[config.mk]
export PLATFORM = sky130hd
export DESIGN_NAME = ssht_hash
export DESIGN_NICKNAME = d
export VERILOG_FILES = /design/src/rtl/core/ssht_pkg.sv /design/src/rtl/core/ssht_hash.sv
export SDC_FILE = /design/constraint.sdc
export NUM_CORES = 1
export LEC_CHECK = 0
export BUFFER_PORTS_ARGS = -buffer_cell sky130_fd_sc_hd__buf_2
export CAP_MARGIN = 30
export CELL_PAD_IN_SITES_DETAIL_PLACEMENT = 0
export CELL_PAD_IN_SITES_GLOBAL_PLACEMENT = 2
export CORE_ASPECT_RATIO = 0.9
export CORE_MARGIN = 5
export CORE_UTILIZATION = 39
export CTS_CLUSTER_DIAMETER = 120
export DETAILED_ROUTE_END_ITERATION = 6
export HOLD_SLACK_MARGIN = 0.02
export PLACE_DENSITY_LB_ADDON = 0.1
export SKIP_LAST_GASP = 1
export SYNTH_ARGS = -nofsm -noshare
export SYNTH_HDL_FRONTEND = slang
export SYNTH_SLANG_ARGS = --single-unit
export TNS_END_PERCENT = 30
[constraint.sdc]
create_clock -name clk -period 5.2 [get_ports clk]
set_input_delay 1.04 -clock clk [delete_from_list [all_inputs] [get_ports clk]]
set_output_delay 1.04 -clock clk [all_outputs]
set_load 0.02 [all_outputs]
[src/rtl/core/ssht_pkg.sv]
// ----------------------------------------------------------------------------
// Scoped symbol hash table package
// Shared sizes, item and status codes, and the stored slot layout.
// ----------------------------------------------------------------------------
package ssht_pkg;

	localparam int BUCKET_COUNT     = 30;
	localparam int SLOTS_PER_BUCKET = 8;
	localparam int MAX_NAME_CHARS   = 8;

	localparam int TOTAL_SLOTS = BUCKET_COUNT * SLOTS_PER_BUCKET;
	localparam int ADDR_W      = $clog2(TOTAL_SLOTS);
	localparam int SLOT_W      = (SLOTS_PER_BUCKET > 1) ? $clog2(SLOTS_PER_BUCKET) : 1;
	localparam int ISSUE_W     = $clog2(SLOTS_PER_BUCKET + 1);
	localparam int BUCKET_W    = $clog2(BUCKET_COUNT);

	// Hash datapath: sum of byte * position, then remainder by BUCKET_COUNT
	localparam int WEIGHT_W = $clog2(MAX_NAME_CHARS + 1);
	localparam int SUM_MAX  = 255 * MAX_NAME_CHARS * (MAX_NAME_CHARS + 1) / 2;
	localparam int SUM_W    = $clog2(SUM_MAX + 1);
	localparam int PROD_W   = 8 + WEIGHT_W;

	// Reciprocal of BUCKET_COUNT, exact for every sum below 2**SUM_W
	localparam int RECIP_SHIFT = SUM_W + BUCKET_W;
	localparam int RECIP       = ((1 << RECIP_SHIFT) + BUCKET_COUNT - 1) / BUCKET_COUNT;
	localparam int RECIP_W     = $clog2(RECIP + 1);
	localparam int QPROD_W     = SUM_W + RECIP_W;

	typedef enum logic [1:0] {
		KIND_INSERT = 2'd0,
		KIND_SEARCH = 2'd1,
		KIND_UPDATE = 2'd2,
		KIND_POP    = 2'd3
	} kind_t;

	typedef enum logic [1:0] {
		STAT_OK       = 2'd0,
		STAT_NOTFOUND = 2'd1,
		STAT_FULL     = 2'd2
	} status_t;

	typedef struct packed {
		logic [63:0] name;
		logic [3:0]  len;
		logic [31:0] value;
		logic [7:0]  level;
	} entry_t;

endpackage

[src/rtl/core/ssht_hash.sv]
// ----------------------------------------------------------------------------
// Scoped symbol hash table: bucket hash unit
// One multiply-accumulate per character, then the remainder by BUCKET_COUNT
// through a reciprocal multiply: quotient registered in H_QUO, remainder in H_REM.
// ----------------------------------------------------------------------------
module ssht_hash import ssht_pkg::*; (
	input  logic                clk,
	input  logic                arst_n,
	input  logic                start,
	input  logic [63:0]         name,
	output logic                done,
	output logic [BUCKET_W-1:0] bucket
);

	typedef enum logic [1:0] {
		H_IDLE,
		H_ACC,
		H_QUO,
		H_REM
	} hstate_t;

	hstate_t             state_q;
	logic [63:0]         name_q;
	logic [WEIGHT_W-1:0] weight_q;
	logic [SUM_W-1:0]    sum_q;
	logic [SUM_W-1:0]    quo_q;

	logic [PROD_W-1:0]   prod;
	logic [QPROD_W-1:0]  recip_prod;
	logic [SUM_W-1:0]    quo_times;
	logic [SUM_W-1:0]    rem_full;

	assign prod       = PROD_W'(name_q[7:0]) * PROD_W'(weight_q);
	assign recip_prod = QPROD_W'(sum_q) * QPROD_W'(RECIP);
	assign quo_times  = quo_q * SUM_W'(BUCKET_COUNT);
	assign rem_full   = sum_q - quo_times;

	always_ff @(posedge clk or negedge arst_n) begin
		if (!arst_n) begin
			state_q  <= H_IDLE;
			name_q   <= '0;
			weight_q <= '0;
			sum_q    <= '0;
			quo_q    <= '0;
			done     <= 1'b0;
			bucket   <= '0;
		end else begin
			done <= 1'b0;
			unique case (state_q)
				H_IDLE: begin
					if (start) begin
						name_q   <= name;
						weight_q <= WEIGHT_W'(1);
						sum_q    <= '0;
						state_q  <= H_ACC;
					end
				end
				H_ACC: begin
					sum_q  <= sum_q + SUM_W'(prod);
					name_q <= name_q >> 8;
					if (weight_q == WEIGHT_W'(MAX_NAME_CHARS)) begin
						state_q <= H_QUO;
					end else begin
						weight_q <= weight_q + WEIGHT_W'(1);
					end
				end
				H_QUO: begin
					quo_q   <= SUM_W'(recip_prod >> RECIP_SHIFT);
					state_q <= H_REM;
				end
				H_REM: begin
					bucket  <= BUCKET_W'(rem_full);
					done    <= 1'b1;
					state_q <= H_IDLE;
				end
				default: state_q <= H_IDLE;
			endcase
		end
	end

endmodule

== Word level (Yosys, flattened, before mapping) ==
Cells that the tools add are included.
Cells by class
  add/subtract/negate cells: 3
  eq/ne operators: 7
  muxes and demuxes: 11
  reduce and logical (&&, ||, !) cells: 5
  multipliers: 3
Operators with widths (number)
  $pmux W64 S2: 1
  $mux W64: 1
  $mul A14 B15 Y29 const B: 1
  $pmux W14 S2: 1
  $add A14 B12 Y14: 1
  $mux W14: 1
  $mul A8 B4 Y12: 1
  $mul A10 B4 Y4 const B: 1
  $mux W4: 2
  $pmux W2 S4: 1
  $pmux W4 S2: 1
  $ne A2 B2 Y1 const B: 3
  $sub A5 B5 Y5: 1
  $add A4 B1 Y4 const B: 1
  $eq A2 B2 Y1 const B: 2
  $eq A4 B4 Y1 const B: 1
  $mux W2: 2
  $reduce_and A2 Y1: 2
  $reduce_and A3 Y1: 1
  $eq A2 B1 Y1 const B: 1
  $logic_not A2 Y1: 1
  $reduce_bool A2 Y1: 1
  $mux W1: 1
Storage, ports and cells
  bits of input ports: 67
  output and inout bits: 6
  register bits after elaboration: 100
  word-level logic and storage cells: 36

== Logic depth before layout (Yosys ltp) ==
Gate-level depths: netlist of run 1.
  word-level depth: 3
  depth in mapped cells: 15
  gate-level depth less buffers: 15

== Least setup slack after synthesis of run 1 ==
OpenSTA, ideal clock, no wires.
  path type: flip-flop to flip-flop
  start: register sum_q[11]
  end: register quo_q[1]
  data required time: 5.080 ns
  library setup time: 0.120 ns
  stages on the path, launching flop included: 13
  period minus slack after synthesis: 4.375 ns
  path buffers: 0
  setup slack: 0.825 ns
  data arrival time: 4.256 ns
  cells stage by stage: dfrtp_1 -> ha_1 -> fa_1 -> fa_1 -> fa_1 -> fa_1 -> ha_1 -> a21o_1 -> a221o_1 -> a22o_1 -> or2_0 -> or3_1 -> a31o_1
Between the ends
  longest elaborated chain between the ends: 1
RTL lines
  from (decl): RTL line ssht_hash.sv:25  | logic [SUM_W-1:0] sum_q;
  from (signal assigned): RTL line ssht_hash.sv:59  | sum_q <= sum_q + SUM_W'(prod);
  $mul A14 B15 Y29: RTL line ssht_hash.sv:34  | assign recip_prod = QPROD_W'(sum_q) * QPROD_W'(RECIP);
  to (signal assigned): RTL line ssht_hash.sv:68  | quo_q <= SUM_W'(recip_prod >> RECIP_SHIFT);
  to (decl): RTL line ssht_hash.sv:26  | logic [SUM_W-1:0] quo_q;
No other way between the ends.
A chain may end at the register's enable or synchronous reset.

== Worst setup path after layout of run 1 ==
Same ends and word-level chain as after synthesis.

==> run summary, run 1 <==
outcome -> finished, final reports clean
Max-cap violations -> 0
Detailed Place HPWL -> 14900 um
global-route total usage across every layer -> 0.174
largest fanout on the critical path -> 5
gr busiest metal -> met2
Syn Nets -> 1019
DRC marker count from the first detailed-route iteration -> 401
die area -> 23200 sq um
Starting Density -> 0.395
H-tree levels -> 3
met3 usage -> 0.0315
Avg WL per Cell -> 18.3 um
Worst path most repeated cell -> fa_1
reg-to-reg critical path startpoint -> sum_q[11]
R2R cell count -> 12
crit-path cells -> ha_1 > fa_1 > fa_1 > fa_1 > fa_1 > ha_1 > a21o_1 > a221o_1 > a22o_1 > or2_0 > or3_1 > a31o_1
Die H -> 145 um
setup slack, reg-to-reg -> 580 ps
Chip Width -> 160 um
core area -> 20000 sq um
Hold Path Class -> reg2reg
Worst-Skew Late Latency -> 350 ps
Yosys reg bits -> 94
Final setup viols -> 0
hold_ws -> 514 ps
RD Place Congestion -> 0.804
endpoints failing hold -> 0
Static Leakage -> 4.21 nW
GRT Residual Overflow -> 0
fin. max-slew vios -> 0
fmax -> 0.216 GHz
met2 usage -> 0.270
clock slew at reported path FFs -> 60 ps
Setup Buffers After CTS -> 0
CP max stage delay -> 540 ps
share of layout cells above drive strength 1 -> 0.189
CP max-delay cell -> fa_1
Setup Skew -> 13.5 ps
total power divided by cell area -> 696 nW/um^2
first-pass GRT wire length -> 33200 um
number of nets with antenna violations after routing -> 0
Syn Area/Cell -> 9.80 sq um
RSZ-0062 raised after global routing -> false
largest net degree at the start of global routing -> 62
routed vias/inst -> 5.57
most common cell after layout, fill and taps aside -> o22ai_1
worst setup path class -> reg2reg
Yosys top cell by area -> dfrtp_1
ys flop type -> dfrtp_1
fraction of registers with async set/reset -> 1.00
hold path depth -> 2
Max clock buf depth -> 2
fin nets -> 1063
vias in the first global route -> 6319
Critical Path RT -> 5440 ps
CP bufs+invs -> 0
Worst IR Drop VDD -> 319 uV
synthesis warning total -> 0
DRT Pass-1 Iters -> 5
Syn-to-layout area delta -> 10.8%
I/O pin count -> 73
RR Endpoint -> quo_q[1]
Cell variety after synth -> 48
clock buffer count from CTS -> 9
crit path capture type -> register
WHS Endpoint -> quo_q[2]
GR Util met1 -> 0.257
DRC Markers -> 0
number of core rows -> 49
Period Utilization, post-route -> 0.889
critical path arrival -> 4860 ps
total negative slack -> 0 ps
CTS sink count -> 94
Seq/Total Area, Yosys -> 0.298
CTS tree -> yes
Tmin final -> 4620 ps
Mapped Cells -> 806
hold path startpoint -> quo_q[2]
vias post-DR -> 6182
mapped cell area -> 7900 sq um
Top delay family on crit path -> adder cells
slew at the pin closest to its max-slew limit -> 927 ps
synth top area cells -> dfrtp_1, ha_1, fa_1
clock root cell -> clkbuf_16
post-CTS sizing -> 0
I/O Buffers -> 72
Slew headroom -> 0.382
commonest non-fill, non-tap cells in the layout -> o22ai_1, ha_1, dfrtp_1
Post-synth EDFFs -> 0
post-synth top area share -> 0.298
Total Routed Length -> 20300 um
initial antenna violation count -> 2
CTS Hold Bufs -> 0
Startpoint Class -> register
-- synthesized netlist by cell type, types with 2 or more instances --
master	n
a31oi_1	2
clkbuf_1	34
mux2i_1	3
nand2b_1	7
fa_1	42
buf_1	11
a32o_1	2
o31ai_1	3
and3_1	3
and2_1	27
nor2_1	17
a21o_1	7
xnor2_1	13
o21ai_0	22
a22o_1	12
a221o_1	2
a21oi_1	65
a211oi_1	6
nor2b_1	3
nand3_1	5
or3_1	4
xor2_1	3
mux2_2	58
nand2_1	32
nor3_1	3
ha_1	104
inv_1	91
o22ai_1	112
dfrtp_1	94
-- report_power, final --
group          switching [mW]  total [mW]  internal (mW)
logic                    2.14        3.93           1.79
registers               0.446        1.54           1.09
clock network           0.301       0.622          0.321
total                    2.88        6.09           3.20
-- metrics by stage --
| stage | worst slack [ps] | utilization | cells | instance area, sq um | total power, mW |
|---|---|---|---|---|---|
| after global placement | 647 | 0.425 | 1094 | 8480 | 5.38 |
| final | 579 | 0.438 | 1110 | 8750 | 6.09 |
| after global routing | 389 | 0.438 | 1109 | 8750 | 6.78 |
| after CTS | 578 | 0.438 | 1109 | 8750 | 6.16 |
| after detailed placement | 569 | 0.425 | 1094 | 8480 | 5.50 |
| after floorplan | 825 | - | 806 | 7900 | 4.48 |
-- metal layers --
| metal | share of wire | routed length, um |
|---|---|---|
| met1 | 0.50 | 10200 |
| met2 | 0.44 | 9010 |
| met3 | 0.044 | 890 |
| met4 | 0.0084 | 170 |
| met5 | 0.00034 | 7 |
-- state kept, by name, summed over array words and instances (netlist names) --
name / cells
state_q: 2
done: 1
weight_q: 4
quo_q: 4
sum_q: 14
name_q: 64
bucket: 5
-- area by class of cell --
| type | instances | area, sq um |
|---|---|---|
| Fill cell | 1951 | 11200 |
| Multi-Input combinational cell | 575 | 5060 |
| Tap cell | 255 | 319 |
| Sequential cell | 94 | 2350 |
| Clock buffer | 9 | 225 |
| Inverter | 91 | 342 |
| Timing Repair Buffer | 79 | 415 |
| Clock inverter | 6 | 38.8 |
| Antenna cell | 1 | 2.50 |
-- logic make-up (layout without fill, tap and decap cells) --
logic type / Yosys count / after routing / share of synthesized area
xor gates and xnor gates: 16 / 16 / 0.0177
muxes: 61 / 61 / 0.0865
AOI/OAI and AO/OA: 243 / 243 / 0.190
DFF: 94 / 94 / 0.298
and+or+nand+nor: 109 / 109 / 0.0716
adders and majority gates: 146 / 146 / 0.271
buffers and inverters: 137 / 185 / 0.0653
other: 0 / 1 / 0
-- worst max-delay path by stage --
stage | start | cells after the start | endpoint | slack (ps)
global placement | sum_q[11] | 12 | quo_q[1] | 650
finish | sum_q[11] | 12 | quo_q[1] | 580
floorplan | sum_q[11] | 12 | quo_q[1] | 820
detailed placement | sum_q[11] | 12 | quo_q[1] | 570
CTS | sum_q[11] | 12 | quo_q[1] | 580
global route | sum_q[11] | 12 | quo_q[1] | 390
-- worst reg2reg max path: cells and delay by family (launching register included) --
family                     cells  cell delay, ps
DFF                            1             450
AOI/OAI and AO/OA              4            1050
adders and majority gates      6            2480
and+or+nand+nor                2             540
Note: power is estimated with default switching activity, not from simulation.
==> inputs of run 2 (changes only) <==
==> constraint.sdc (replaced) <==
create_clock -name clk -period 4.4 [get_ports clk]
set_input_delay 0.88 -clock clk [delete_from_list [all_inputs] [get_ports clk]]
set_output_delay 0.88 -clock clk [all_outputs]
set_load 0.02 [all_outputs]
==> run 2 against run 1 <==
  * Critical endpoint unchanged
  * Global-route usage increased by 0.26 points
  * Clock skew decreased by 2.2 ps
  * Sequential share of layout area shrank 0.73 points
  * Largest cell class unchanged
  * Critical path depth stayed put
  * Worst hold slack got worse by 5.2 ps
  * Final cell count increased by 2.1%
  * Routed wire length increased by 0.12%
  * Cell area grew 2.9%
  * Combinational power increased by 24%
  * Sequential power is 14% higher
  * Largest power group unchanged
  * Maximum frequency grew 7.5%
==> run summary, run 2 (same netlist as run 1, synthesis figures left out) <==
Top delay family on crit path -> adder cells
Starting Density -> 0.395 (unchanged)
endpoints failing hold -> 0 (unchanged)
total power divided by cell area -> 821 nW/um^2 (+18%)
Avg WL per Cell -> 17.9 um (-1.9%)
Die H -> 145 um (unchanged)
DRC Markers -> 0 (unchanged)
largest net degree at the start of global routing -> 116 (+87%)
number of nets with antenna violations after routing -> 0 (unchanged)
Worst IR Drop VDD -> 395 uV (+24%)
fin. max-slew vios -> 0 (unchanged)
Tmin final -> 4300 ps (-322 ps)
critical path arrival -> 4530 ps (-330 ps)
Setup Skew -> 11.3 ps (-2.21 ps)
R2R cell count -> 12 (unchanged)
CTS sink count -> 94 (unchanged)
CP endpoint -> quo_q[1]
global-route total usage across every layer -> 0.177 (+0.00261)
Crit. path cell count -> 12 (unchanged)
clock slew at reported path FFs -> 70 ps (about the same)
Placed Area -> 8620 sq um (+1.6%)
Total Routed Length -> 20300 um (+0.12%)
share of layout cells above drive strength 1 -> 0.222 (+0.0336)
number of core rows -> 49 (unchanged)
DRT Pass-1 Iters -> 5 (unchanged)
reg-to-reg critical path startpoint -> sum_q[13]
Worst setup startpoint -> sum_q[13]
CTS tree -> yes
crit-path cells -> ha_2 > fa_1 > fa_1 > fa_2 > fa_2 > ha_4 > a21o_1 > a221o_1 > a22o_1 > or2_1 > or3_1 > a31o_1
Period Utilization, post-route -> 0.977 (+0.0884)
Regs by FF count -> name_q (64), sum_q (14), bucket (5)
RR Endpoint -> quo_q[1]
outcome -> finished, final reports clean
Chip Width -> 160 um (unchanged)
fin nets -> 1086 (+2.2%)
first-pass GRT wire length -> 34000 um (+2.3%)
hold_ws -> 509 ps (-5.21 ps)
die area -> 23200 sq um (unchanged)
fmax -> 0.233 GHz (+7.5%)
Hold Path Class -> in2async
setup slack, reg-to-reg -> 100 ps (-480 ps)
clock buffer count from CTS -> 9 (unchanged)
RD Place Congestion -> 0.800 (-0.55%)
Critical Path RT -> 4630 ps (-810 ps)
Startpoint Class -> register
worst setup path class -> reg2reg
largest fanout on the critical path -> 2 (-3)
ANT cells -> 0 (-1)
CP bufs+invs -> 0 (unchanged)
DRC marker count from the first detailed-route iteration -> 433 (+8.0%)
Finished Cell Area -> 9010 sq um (+2.9%)
vias post-DR -> 6202 (+0.32%)
commonest non-fill, non-tap cells in the layout -> o22ai_1, ha_1, dfrtp_1
I/O pin count -> 73 (unchanged)
most common cell after layout, fill and taps aside -> o22ai_1
Static Leakage -> 4.32 nW (+2.8%)
clock root cell -> clkbuf_16
total negative slack -> 0 ps (unchanged)
Max-cap violations -> 0 (unchanged)
GRT Residual Overflow -> 0 (unchanged)
Max clock buf depth -> 2 (unchanged)
slew at the pin closest to its max-slew limit -> 897 ps (-30.0 ps)
total power -> 7.40 mW (+22%)
routed vias/inst -> 5.47 (-1.7%)
I/O Buffers -> 72 (unchanged)
Largest Register -> name_q
crit path capture type -> register
Slew headroom -> 0.402 (+0.0200)
Final setup viols -> 0 (unchanged)
initial antenna violation count -> 1 (-1)
Largest register FFs -> 64 (unchanged)
H-tree levels -> 3 (unchanged)
Syn-to-layout area delta -> 14.0%
core area -> 20000 sq um (unchanged)
Worst-Skew Late Latency -> 350 ps (about the same)
Detailed Place HPWL -> 14900 um (about the same)
CP max stage delay -> 490 ps (-50 ps)
CP max-delay cell -> fa_1
vias in the first global route -> 6490 (+2.7%)
==> run 2: report_power, final <==
group / total, mW / switching [mW] / internal [mW]
logic: 4.87 / 2.61 / 2.26
clock network: 0.762 / 0.369 / 0.393
registers: 1.76 / 0.474 / 1.29
total: 7.40 / 3.45 / 3.95
==> run 2: worst reg2reg max path, cell delays in order, from the launching register on <==
cell and delay [ps]:
dfrtp_1 400, ha_2 330, fa_1 430, fa_1 490, fa_2 370, fa_2 370, ha_4 250, a21o_1 170
a221o_1 360, a22o_1 260, or2_1 220, or3_1 310, a31o_1 220
==> run 2: layer usage <==
| metal | GRT usage | wire, um | vias up |
|---|---|---|---|
| met2 | 0.269 | 9050 | 122 |
| met1 | 0.263 | 10300 | 3021 |
| met5 | 0 | 11 | - |
| met4 | 0.0344 | 151 | 2 |
| li1 | - | - | 3043 |
| met3 | 0.0352 | 841 | 14 |
==> run 2: worst min path at each step <==
stage / from / end / slack [ps] / cells after the start
6_report: arst_n / sum_q[8] / 510 / 1
5_1_grt: bucket[2] / bucket[2] / 540 / 1
4_1_cts: quo_q[2] / quo_q[2] / 510 / 2
3_5_place_dp: quo_q[2] / quo_q[2] / 490 / 2
3_3_place_gp: bucket[0] / bucket[0] / 490 / 1
2_1_floorplan: quo_q[2] / quo_q[2] / 460 / 2
==> run 2: repair_timing <==
| item | 4_1_cts | 5_1_grt |
|---|---|---|
| hold buffers | 0 | 0 |
| pin swaps | 2 | 5 |
| endpoints found under the setup margin | 2 | 3 |
| setup buffers | 0 | 4 |
| resized for setup | 2 | 12 |
| gates cloned | 0 | 0 |
==> run 2: area by class of cell <==
class / count / area, sq um
Timing Repair Buffer: 102 / 604
Multi-Input combinational cell: 575 / 5110
Inverter: 91 / 342
Fill cell: 1927 / 11000
Clock inverter: 6 / 50.0
Sequential cell: 94 / 2350
Clock buffer: 10 / 229
Tap cell: 255 / 319
==> run 2: through the flow <==
stage / setup WS, ps / util / cells
floorplan: 24.7 / - / 806
global placement: -46.4 / 0.431 / 1112
detailed placement: -102 / 0.431 / 1112
CTS: 13.5 / 0.446 / 1128
global route: -6.41 / 0.451 / 1133
finish: 101 / 0.451 / 1133
==> inputs of run 3 (changes only) <==
--- a/config.mk
+++ b/config.mk
@@ -15,7 +15,7 @@
 export CTS_CLUSTER_DIAMETER = 120
 export DETAILED_ROUTE_END_ITERATION = 6
 export HOLD_SLACK_MARGIN = 0.02
-export PLACE_DENSITY_LB_ADDON = 0.1
+export PLACE_DENSITY = 0.77
 export SKIP_LAST_GASP = 1
 export SYNTH_ARGS = -nofsm -noshare
 export SYNTH_HDL_FRONTEND = slang
==> run 3 against run 2 <==
  * Register-to-register slack improved by 30 ps
  * Maximum frequency grew 0.81%
  * Total power about the same
  * Clock skew fell by 3.5 ps
  * Critical path depth is the same
  * Highest routed layer unchanged
==> run summary, run 3 (same netlist as run 1, synthesis figures left out) <==
initial antenna violation count -> 1 (unchanged)
number of nets with antenna violations after routing -> 0 (unchanged)
crit path capture type -> register
fin. max-slew vios -> 0 (unchanged)
RSZ-0062 raised after global routing -> true
Finished Cell Area -> 9000 sq um (about the same)
die area -> 23200 sq um (unchanged)
R2R cell count -> 12 (unchanged)
Setup Skew -> 7.81 ps (-3.51 ps)
vias post-DR -> 6194 (-0.13%)
clock buffer count from CTS -> 9 (unchanged)
GRT Residual Overflow -> 0 (unchanged)
pre-CTS setup slack -> -143 ps (-40.3 ps)
setup ws final -> 135 ps (+34.4 ps)
Syn-to-layout area delta -> 13.9% (about the same)
number of core rows -> 49 (unchanged)
fin nets -> 1085 (-0.092%)
Worst IR Drop VDD -> 431 uV (+9.1%)
share of layout cells above drive strength 1 -> 0.221 (-0.000887)
fillcell total -> 1940 (+0.67%)
worst setup path class -> reg2reg
global-route total usage across every layer -> 0.173 (-0.00378)
Largest Register -> name_q
total power -> 7.39 mW (about the same)
CTS Hold Bufs -> 0 (unchanged)
hold path startpoint -> bucket[2]
H-tree levels -> 3 (unchanged)
Critical Path RT -> 4650 ps (+20 ps)
Placed Area -> 8640 sq um (+0.29%)
Largest register FFs -> 64 (unchanged)
I/O pin count -> 73 (unchanged)
setup slack, reg-to-reg -> 140 ps (+30 ps)
largest net degree at the start of global routing -> 87 (-25%)
Avg WL per Cell -> 17.5 um (-2.2%)
most common cell after layout, fill and taps aside -> o22ai_1
Chip Width -> 160 um (unchanged)
reg-to-reg critical path startpoint -> sum_q[13]
DRC marker count from the first detailed-route iteration -> 329 (-24%)
Hold Path Class -> reg2reg
fmax -> 0.234 GHz (+0.81%)
Post-Place Cells -> 1113 (+0.090%)
Max clock buf depth -> 2 (unchanged)
Static Leakage -> 4.31 nW (-0.27%)
Period Utilization, post-route -> 0.969 (-0.00781)
CTS tree -> yes
Slew headroom -> 0.455 (+0.0523)
slew at the pin closest to its max-slew limit -> 818 ps (-78.4 ps)
routed vias/inst -> 5.47 (about the same)
outcome -> finished, final reports clean
Tmin final -> 4260 ps (-34.4 ps)
clock root cell -> clkbuf_16
clock slew at reported path FFs -> 70 ps (about the same)
commonest non-fill, non-tap cells in the layout -> o22ai_1, ha_1, dfrtp_1
RR Endpoint -> quo_q[1]
Starting Density -> 0.395 (unchanged)
hold_ws -> 516 ps (+7.11 ps)
I/O Buffers -> 72 (unchanged)
Startpoint Class -> register
vias in the first global route -> 6555 (+1.0%)
DRT Pass-1 Iters -> 4 (-1)
largest fanout on the critical path -> 2 (unchanged)
WHS Endpoint -> bucket[2]
CTS sink count -> 94 (unchanged)
core area -> 20000 sq um (unchanged)
Regs by FF count -> name_q (64), sum_q (14), bucket (5)
Die H -> 145 um (unchanged)
first-pass GRT wire length -> 33400 um (-1.8%)
DRC Markers -> 0 (unchanged)
Final setup viols -> 0 (unchanged)
Non-Filler Instances -> 1132 (-0.088%)
total power divided by cell area -> 822 nW/um^2 (about the same)
critical path arrival -> 4510 ps (-20 ps)
RD Place Congestion -> 0.827 (+3.4%)
Detailed Place HPWL -> 14700 um (-1.3%)
Worst-Skew Late Latency -> 350 ps (about the same)
hold path depth -> 1
endpoints failing hold -> 0 (unchanged)
Max-cap violations -> 0 (unchanged)
Total Routed Length -> 19900 um (-2.3%)
ANT cells -> 0 (unchanged)
-- run 3: cell types whose count changed in the layout (fill, tap and decap cells not counted), sizes merged --
cell,previous run,this run
inv,95,92
clkbuf,10,12
buf,102,101
clkinv,1,2
-- run 3: through the flow --
step	setup TNS [ps]	util
2_1_floorplan	0	-
3_3_place_gp	-78.1	0.431
3_5_place_dp	-260	0.433
4_1_cts	0	0.447
5_1_grt	-5.52	0.450
6_report	0	0.450
-- run 3: repair_timing --
action,4_1_cts,5_1_grt
pin swaps,2,8
gates resized for setup,2,12
setup buffers,0,2
setup endpoints to repair,2,4
-- run 3: worst max-delay path, cell delays in order (launching register included) --
cell	delay, ps
dfrtp_1	390
ha_2	330
fa_1	440
fa_1	520
fa_2	390
fa_2	370
ha_4	250
a21o_1	170
a221o_1	330
a22o_1	230
or2_1	220
or3_1	310
a31o_1	220
-- run 3: layout make-up --
| cell class | instances | area, sq um | share of cell area |
|---|---|---|---|
| multi-input cells | 575 | 5100 | 0.567 |
| inverters | 91 | 342 | 0.0380 |
| clock inverters | 4 | 30.0 | 0.00334 |
| well taps | 255 | 319 | 0.0355 |
| flip-flops and latches | 94 | 2350 | 0.262 |
| repair buffers | 101 | 604 | 0.0671 |
| clock buffers | 12 | 246 | 0.0274 |
-- run 3: power by group --
group          internal, mW  leakage (nW)  switching [mW]  total, mW
clock                 0.402         0.133           0.352      0.754
sequential             1.29          1.11           0.462       1.75
combinational          2.28          3.07            2.60       4.89
total                  3.98          4.31            3.42       7.39
-- run 3: per-layer routing --
| metal | track usage | routed length [um] | part of all wire |
|---|---|---|---|
| met1 | 0.253 | 10100 | 0.51 |
| met2 | 0.267 | 8920 | 0.45 |
| met3 | 0.0318 | 602 | 0.030 |
| met4 | 0.0422 | 240 | 0.012 |
| met5 | 0 | 7 | 0.00035 |
-- run 3: how the worst max path moves through the flow --
stage	slack, ps	to	start
final	140	quo_q[1]	sum_q[13]
after global routing	-6	quo_q[1]	sum_q[13]
after CTS	20	quo_q[1]	sum_q[11]
after detailed placement	-140	quo_q[2]	sum_q[11]
after global placement	-50	quo_q[1]	sum_q[11]
after floorplan	20	quo_q[1]	sum_q[11]
